File: config.mk
export PLATFORM = sky130hd
export DESIGN_NAME = sspc_extract
export DESIGN_NICKNAME = d
export VERILOG_FILES = /design/src/sv/sspc_pkg.sv /design/src/sv/sspc_extract.sv
export SDC_FILE = /design/constraint.sdc
export NUM_CORES = 1
export LEC_CHECK = 0
export BUFFER_PORTS_ARGS = -buffer_cell sky130_fd_sc_hd__buf_2
export CAP_MARGIN = 15
export CORE_UTILIZATION = 40
export DETAILED_ROUTE_END_ITERATION = 8
export PLACE_DENSITY = 0.62
export SYNTH_ARGS = -nofsm -noshare
export SYNTH_HDL_FRONTEND = slang
export SYNTH_SLANG_ARGS = --single-unit
File: constraint.sdc
create_clock -name clk -period 14.1 [get_ports clk]
set_clock_uncertainty 0.05 [all_clocks]
set_input_delay 1.41 -clock clk [delete_from_list [all_inputs] [get_ports clk]]
set_output_delay 1.41 -clock clk [all_outputs]
set_load 0.05 [all_outputs]
File: src/sv/sspc_pkg.sv
// ----------------------------------------------------------------------------
// sspc_pkg
// Shared types and constants for the setpoint command parser.
// ----------------------------------------------------------------------------
package sspc_pkg;

  localparam int MaxLineDefault        = 255;
  localparam int MaxNumberCharsDefault = 31;
  localparam int FractionDigitsDefault = 3;

  localparam int KeyCount = 7;
  localparam int History  = 9;

  localparam logic [7:0] ChCr    = 8'h0D;
  localparam logic [7:0] ChLf    = 8'h0A;
  localparam logic [7:0] ChNul   = 8'h00;
  localparam logic [7:0] ChComma = 8'h2C;
  localparam logic [7:0] ChDot   = 8'h2E;
  localparam logic [7:0] ChMinus = 8'h2D;
  localparam logic [7:0] ChZero  = 8'h30;
  localparam logic [7:0] ChNine  = 8'h39;

  localparam logic [31:0] SatU32 = 32'hFFFF_FFFF;

  // extractor phases
  typedef enum logic [1:0] {
    PH_SEARCH = 2'd0,
    PH_COLLECT = 2'd1,
    PH_DONE = 2'd2
  } phase_t;

  // value slots
  localparam logic [1:0] SlotSp   = 2'd0;
  localparam logic [1:0] SlotLow  = 2'd1;
  localparam logic [1:0] SlotHigh = 2'd2;
  localparam logic [1:0] SlotHgt  = 2'd3;

  typedef struct packed {
    logic [31:0] setpoint;
    logic [31:0] setpoint_low;
    logic [31:0] setpoint_high;
    logic [31:0] measured_height;
    logic        line_truncated;
  } result_t;

  // a*10+d with saturation at 2^32-1
  function automatic logic [31:0] times_ten_plus(input logic [31:0] a, input logic [3:0] d);
    logic [35:0] v;
    v = {4'd0, a} * 36'd10 + {32'd0, d};
    return (v[35:32] != 4'd0) ? SatU32 : v[31:0];
  endfunction

endpackage

File: src/sv/sspc_extract.sv
// ----------------------------------------------------------------------------
// sspc_extract
// Integer and signed decimal number extractors for the open token.
// ----------------------------------------------------------------------------
module sspc_extract #(
  parameter int MAX_NUMBER_CHARS = sspc_pkg::MaxNumberCharsDefault,
  parameter int FRACTION_DIGITS  = sspc_pkg::FractionDigitsDefault
) (
  input  logic        clk,
  input  logic        shift,
  input  logic        clear,
  input  logic [7:0]  ch,
  output logic [31:0] int_value,
  output logic [31:0] dec_value
);
  import sspc_pkg::*;

  localparam int CntW = $clog2(MAX_NUMBER_CHARS + 1);
  localparam int FdW  = $clog2(FRACTION_DIGITS + 1) + 1;

  phase_t          int_phase, num_phase;
  logic [31:0]     int_acc, num_mag;
  logic [CntW-1:0] int_cnt, num_cnt;
  logic            num_neg;
  logic [1:0]      pt_state;
  logic [FdW-1:0]  frac_cnt;

  logic       digit;
  logic [3:0] dv;
  assign digit = (ch >= ChZero) && (ch <= ChNine);
  assign dv    = 4'(ch - ChZero);

  logic [31:0] int_ten, num_ten;
  assign int_ten = times_ten_plus(int_acc, dv);
  assign num_ten = times_ten_plus(num_mag, dv);

  always_ff @(posedge clk) begin
    if (clear) begin
      int_phase <= PH_SEARCH;
      int_acc   <= '0;
      int_cnt   <= '0;
      num_phase <= PH_SEARCH;
      num_neg   <= 1'b0;
      pt_state  <= 2'd0;
      frac_cnt  <= '0;
      num_mag   <= '0;
      num_cnt   <= '0;
    end else if (shift) begin
      if (int_phase != PH_DONE) begin
        if (digit && int_cnt < CntW'(MAX_NUMBER_CHARS)) begin
          int_acc <= int_ten;
          int_cnt <= int_cnt + 1'b1;
          int_phase <= (int_cnt + 1'b1 >= CntW'(MAX_NUMBER_CHARS)) ? PH_DONE : PH_COLLECT;
        end else if (int_phase == PH_COLLECT) begin
          int_phase <= PH_DONE;
        end
      end
      if (num_phase != PH_DONE) begin
        if ((digit || ch == ChDot || (ch == ChMinus && num_phase == PH_SEARCH))
            && num_cnt < CntW'(MAX_NUMBER_CHARS)) begin
          if (ch == ChMinus) begin
            num_neg <= 1'b1;
          end else if (ch == ChDot) begin
            if (pt_state < 2'd2) pt_state <= pt_state + 2'd1;
          end else if (pt_state == 2'd0) begin
            num_mag <= num_ten;
          end else if (pt_state == 2'd1 && frac_cnt < FdW'(FRACTION_DIGITS)) begin
            num_mag  <= num_ten;
            frac_cnt <= frac_cnt + 1'b1;
          end
          num_cnt <= num_cnt + 1'b1;
          num_phase <= (num_cnt + 1'b1 >= CntW'(MAX_NUMBER_CHARS)) ? PH_DONE : PH_COLLECT;
        end else if (num_phase == PH_COLLECT) begin
          num_phase <= PH_DONE;
        end
      end
    end
  end

  // scale by the missing fraction digits (at most FRACTION_DIGITS small steps)
  logic [31:0] scaled;
  always_comb begin
    scaled = num_mag;
    for (int k = 0; k < FRACTION_DIGITS; k++) begin
      if (FdW'(k) >= frac_cnt) scaled = times_ten_plus(scaled, 4'd0);
    end
    if (num_neg) dec_value = scaled[31] ? 32'h8000_0000 : (32'd0 - scaled);
    else         dec_value = scaled[31] ? 32'h7FFF_FFFF : scaled;
  end

  assign int_value = int_acc;

endmodule

==> metrics.cfg, run 1 <==
[run_status]
status=finished, final reports clean

[sta]
finalMaxSlewViolations=0
fmax_mhz=72.99
hold_slack_ns=0.4591
hold_violations=0
post-route-period-util_pct=97.16
slew_headroom_pct=24.93
setup_viol=0
tns_ns=0
worst_slew_pin_slew_ns=1.123
fin_crit_ns=13.70
final.setup.worst_slack_ns=0.3998

[logic_synthesis]
synth_fp_nets=2258
synth_top_area_share_pct=19.99
netlist_instances=2003
ys_top_cells_by_area=ha_1 20%, dfxtp_1 11%, xnor2_1 6.8%, nor2_1 6.2%, a21oi_1 5.2%
synth_area_sq_um=14900
synth_area_per_cell_sq_um=7.437
ys.flop_type=dfxtp_1
async_flop_share_pct=0
synth_top_area_cell=ha_1
ys_types=94
ys_ff_latch=84
seq_area_frac_synth_pct=11.29
synth-edff-count=0
ys_warn_count=0

[die]
dieWidth_microns=195.0
initial_core_util_pct=40.69
die_area_sq_um=38020
die_h_microns=195.0
boundaryPins=75
core_area_sq_um=36610
rows=70

[clocking]
ctsLongestPathBuffers=2
cts_buffers=9
clk_latency_ns=0.37
cts.sinks=84
cts_hold_buffers=0
htreeDepth=3
tritoncts=built
cts-root-buf=clkbuf_16
clk_pin_slew_worst_paths_ns=0.07

[placed_design]
dp.cells=2504
gp_congestion=0.9630
hpwl_microns=37780
io_buffers=74
dpl_cell_area_sq_um=15850
place_ws_ns=0.1066

[route]
drtIter0Drc=1130
drt.antenna.violating_nets=0
drt_first_pass_iters=6
vias=15476
routed_via_density=6.119
routed_wl_microns=47570
drc=0
drt-wirelength-per-cell_microns=18.81

[grt]
grt_max_degree=85
track_usage_pct=24.29
grt_pass1_wl_microns=75810
grt_pass1_vias=14514
grt-ovfl-total=0
antenna_found_initial=0

[pwr]
power_density_nw_per_um2=120.4
ir_worst_vdd_uv=80.24
total_power_mw=1.974
p_leak_nw=7.440

[layout]
postLayoutCellArea_sq_um=16400
multi_input_area_sq_um=12840
seqCellArea_sq_um=1682
mostFrequentLayoutCells=241 x nor2_1, 236 x ha_1, 148 x a21oi_1, 127 x nand2_1, 115 x xnor2_1
layout_commonest_cell=nor2_1
post-route-util_pct=44.79
diodes=0
drive_gt1_share_pct=9.947
area_growth_pct=10.09
fillerInstances=3723
nets=2311
final_cells=2529

[worst_setup_path]
max_stage_delay_ns=0.58
worst_path_most_repeated_cell=ha_1
path_delay_family=compound AO/OA/AOI/OAI gates
cp-start-kind=flop
cp.arrival_ns=12.24
cp_data_required_time_ns=12.64
path_max_fanout=11
criticalPathCategory=flop to primary output
cpMaxStageDelayCell=or4b_4
crit_buf_inv=4
worstSetupEndpointType=primary output

[hold_path]
hold_path_class=flop to flop

[flow_run]
drv_cap=0

-- area by class of cell --
type,instances,share of cell area [%]
Tap cell,468,3.571
Sequential cell,84,10.25
Clock inverter,7,0.5265
Timing Repair Buffer,118,4.372
Inverter,69,1.579
Multi-Input combinational cell,1774,78.32
Clock buffer,9,1.373
-- kinds of logic (layout without fill, tap and decap cells) --
kind of cell	count (synthesis)	count (layout)	synth area share [%]
fa+ha+maj	244	244	20.80
buf+inv	146	203	3.813
simple gates	651	652	21.28
xor+xnor	202	202	11.88
flops	84	84	11.29
mux	17	17	1.151
compound gates	659	659	29.79
-- where the power goes --
group          internal [mW]  total, mW  switching, mW
sequential             0.241      0.246        0.00534
clock                  0.142      0.262          0.120
combinational          0.502       1.47          0.963
total                  0.885       1.97           1.09
-- worst paths after layout --
kind                                           startpoint                         to  slack (ns)  cells after the start
worst max-delay path              num_mag[1]$_SDFFE_PP0P_              dec_value[30]        0.40                     47
worst min-delay path            int_phase[1]$_SDFFE_PP0P_  int_phase[1]$_SDFFE_PP0P_        0.46                      2
worst max register to register  int_value[3]$_SDFFE_PP0P_  int_value[5]$_SDFFE_PP0P_        7.78                     17
worst min register to register  int_phase[1]$_SDFFE_PP0P_  int_phase[1]$_SDFFE_PP0P_        0.46                      2
-- metal layers --
metal	vias to the layer above	global-route usage, %	share of wire, %
met5	-	0	0
met4	0	7.174	2.6
met3	86	3.368	5.6
met2	520	43.45	49
met1	7281	30.01	43
li1	7589	-	-
-- Yosys cell counts, drive strengths merged, types with 41 or more instances --
master and number:
nor2 246, ha 238, a21oi 156, nand2 129
xnor2 115, o21ai 107, xor2 87, a211oi 84
dfxtp 84, inv 68, a21o 61, clkbuf 59
nor3 44, nand3 41
-- worst reg2reg max path: cells and delay by family, from the launching register on --
family	cells	cell delay [ns]
AO/OA/AOI/OAI	5	1.22
XOR/XNOR	1	0.28
adder cells (fa/ha/maj)	3	0.89
buffers and inverters	1	0.06
flip-flops	1	0.36
multiplexers	1	0.98
AND/OR/NAND/NOR	6	2.32
-- state kept, by name, indices dropped and copies added (netlist names) --
name,count
int_phase,2
pt_state,2
num_mag,32
num_cnt,5
num_phase,2
frac_cnt,3
int_cnt,5
int_value,32
num_neg,1
-- what timing repair did --
action,CTS,global route
gates cloned,0,1
pin swaps,0,5
buffers inserted,0,8
resized for setup,9,34
setup endpoints to repair,7,23
(Power assumes the default switching activity.)
==> inputs of run 2 (changes only) <==
==> constraint.sdc (replaced) <==
create_clock -name clk -period 14.1 [get_ports clk]
set_clock_uncertainty 0.05 [all_clocks]
set_input_delay 0.705 -clock clk [delete_from_list [all_inputs] [get_ports clk]]
set_output_delay 0.705 -clock clk [all_outputs]
set_load 0.05 [all_outputs]
==> run 2 against run 1 <==
  * Count of clock-buffer cells in the layout grew 2
  * Via count shrank 0.87%
  * Worst hold slack gained 0.023 ns
  * Highest routed layer unchanged
  * Clock power shrank 5%
  * Register-to-register slack gained 0.12 ns
  * Wire length shrank 1.3%
==> metrics.cfg, run 2 (synthesis gave the netlist of run 1 again) <==
[flow_run]
drv_cap=0  ; unchanged

[die]
rows=70  ; unchanged
initial_core_util_pct=40.69  ; unchanged
die_area_sq_um=38020  ; unchanged
core_area_sq_um=36610  ; unchanged
dieWidth_microns=195.0  ; unchanged
boundaryPins=75  ; unchanged
die_h_microns=195.0  ; unchanged

[worst_setup_path]
worstRegToRegCells=17  ; unchanged
criticalPathCategory=flop to primary output  ; unchanged
cp.arrival_ns=12.75  ; was 12.24 ns
regToRegSetupSlack_ns=7.90  ; was 7.78 ns
cpMaxStageDelayCell=nor4b_2  ; was or4b_4
cp-start-kind=flop  ; unchanged
cp_data_required_time_ns=13.35  ; was 12.64 ns
max_stage_delay_ns=0.64  ; was 0.58 ns
worst_path_most_repeated_cell=ha_1  ; unchanged
r2r-end=int_value[3]$_SDFFE_PP0P_  ; was int_value[5]$_SDFFE_PP0P_
reg2reg_from=int_value[1]$_SDFFE_PP0P_  ; was int_value[3]$_SDFFE_PP0P_
worstSetupEndpointType=primary output  ; unchanged
path_max_fanout=13  ; was 11

[sta]
tns_ns=0  ; unchanged
finalMaxSlewViolations=0  ; unchanged
hold_violations=0  ; unchanged
worst_slew_pin_slew_ns=1.035  ; was 1.123 ns
post-route-period-util_pct=95.82  ; was 97.16%
slew_headroom_pct=29.55  ; was 24.93%
fin_crit_ns=13.51  ; was 13.70 ns
fmax_mhz=74.02  ; was 72.99 MHz
setup_viol=0  ; unchanged
rsz0062_at_grt=false

[run_status]
status=finished, final reports clean  ; unchanged

[pwr]
power_density_nw_per_um2=118.7  ; was 120.4 nW/um^2
p_leak_nw=7.356  ; was 7.440 nW
ir_worst_vdd_uv=71.92  ; was 80.24 uV

[placed_design]
hpwl_microns=37400  ; was 37,780 microns
io_buffers=74  ; unchanged
gp_congestion=0.9529  ; was 0.9630

[clocking]
cts-root-buf=clkbuf_16  ; unchanged
clk_latency_ns=0.37  ; about the same
cts_hold_buffers=0  ; unchanged
htreeDepth=3  ; unchanged
clk_pin_slew_worst_paths_ns=0.08  ; was 0.07 ns
ctsLongestPathBuffers=2  ; unchanged
cts.sinks=84  ; unchanged
tritoncts=built  ; unchanged
cts_buffers=9  ; unchanged

[route]
routed_via_density=6.117  ; was 6.119
drt.antenna.violating_nets=0  ; unchanged
vias=15342  ; was 15,476
drt_first_pass_iters=7  ; was 6
routed_wl_microns=46970  ; was 47,570 microns
drc=0  ; unchanged
drt-wirelength-per-cell_microns=18.73  ; was 18.81 microns
drtIter0Drc=1143  ; was 1,130

[layout]
diodes=0  ; unchanged
mostFrequentLayoutCells=242 x nor2_1, 238 x ha_1, 151 x a21oi_1, 127 x nand2_1, 115 x xnor2_1  ; was 241 x nor2_1, 236 x ha_1, 148 x a21oi_1, 127 x nand2_1, 115 x xnor2_1
area_growth_pct=8.744  ; was 10.09%
drive_gt1_share_pct=8.578  ; was 9.947%
post-route-util_pct=44.24  ; was 44.79%
nets=2290  ; was 2,311
layout_commonest_cell=nor2_1  ; unchanged

[hold_path]
min_path_cells=2  ; unchanged
min_to=int_phase[0]$_SDFFE_PP0P_  ; was int_phase[1]$_SDFFE_PP0P_
hold_path_class=flop to flop  ; unchanged
min_from=int_phase[0]$_SDFFE_PP0P_  ; was int_phase[1]$_SDFFE_PP0P_

[grt]
track_usage_pct=24.29  ; about the same
grt-ovfl-total=0  ; unchanged
antenna_found_initial=0  ; unchanged
grt_pass1_vias=14650  ; was 14,514
grt_max_degree=85  ; unchanged
grt_pass1_wl_microns=75780  ; was 75,810 microns

==> run 2: worst max-delay path by stage <==
stage                                        start             to  slack, ns  depth (start not counted)
final                      num_mag[1]$_SDFFE_PP0P_  dec_value[21]       0.59                         43
after global routing      num_mag[18]$_SDFFE_PP0P_  dec_value[21]       0.02                         41
after CTS                  num_mag[8]$_SDFFE_PP0P_  dec_value[30]       0.06                         45
after detailed placement   num_mag[8]$_SDFFE_PP0P_  dec_value[30]       0.41                         44
after global placement     num_mag[8]$_SDFFE_PP0P_  dec_value[30]       0.71                         44
after floorplan           num_mag[27]$_SDFFE_PP0P_  dec_value[21]       0.56                         45
==> run 2: area by class of cell <==
class / instances / area (sq um)
clock buffer: 11 / 252.7
clock inverter: 5 / 42.54
fill: 3733 / 20410
inverter: 69 / 259.0
multi-input combinational: 1773 / 12800
sequential: 84 / 1683
tap: 468 / 585.6
timing repair buffer: 98 / 574.3
==> run 2: metrics by stage <==
step           hold WS [ns]  setup slack [ns]  cell area (sq um)  total power [mW]  instances
2_1_floorplan        0.4207            0.5624              14900             1.269       2003
3_3_place_gp         0.4355            0.7062              15750             1.626       2490
3_5_place_dp         0.4650            0.4095              15750             1.639       2490
4_1_cts              0.4780           0.05574              16060             1.892       2506
5_1_grt              0.5057           0.02454              16200             2.060       2508
6_report             0.4818            0.5900              16200             1.923       2508
==> run 2: layer usage <==
metal	GRT usage (%)	vias up	part of all wire [%]
met5	0	-	0
met4	8.195	0	3.0
met3	2.504	96	4.9
met2	42.67	482	48
met1	30.78	7233	44
li1	-	7531	-
==> run 2: worst max-delay path: cells and delay by family, from the launching register on <==
| family | cells | cell delay (ns) |
|---|---|---|
| AND/OR/NAND/NOR | 12 | 3.77 |
| AO/OA/AOI/OAI | 17 | 4.35 |
| buffers and inverters | 5 | 1.08 |
| adder cells (fa/ha/maj) | 8 | 2.48 |
| flip-flops | 1 | 0.37 |
| multiplexers | 1 | 0.32 |
==> run 2: where the power goes <==
group,total [mW],switching (mW),internal [mW]
clock network,0.248,0.116,0.132
logic,1.43,0.940,0.489
registers,0.246,0.00548,0.241
total,1.92,1.06,0.861
==> run 2: repair_timing <==
item / in CTS / in global routing
buffers inserted: 0 / 2
gates resized for setup: 2 / 27
pin swaps: 0 / 3
endpoints found under the setup margin: 2 / 29
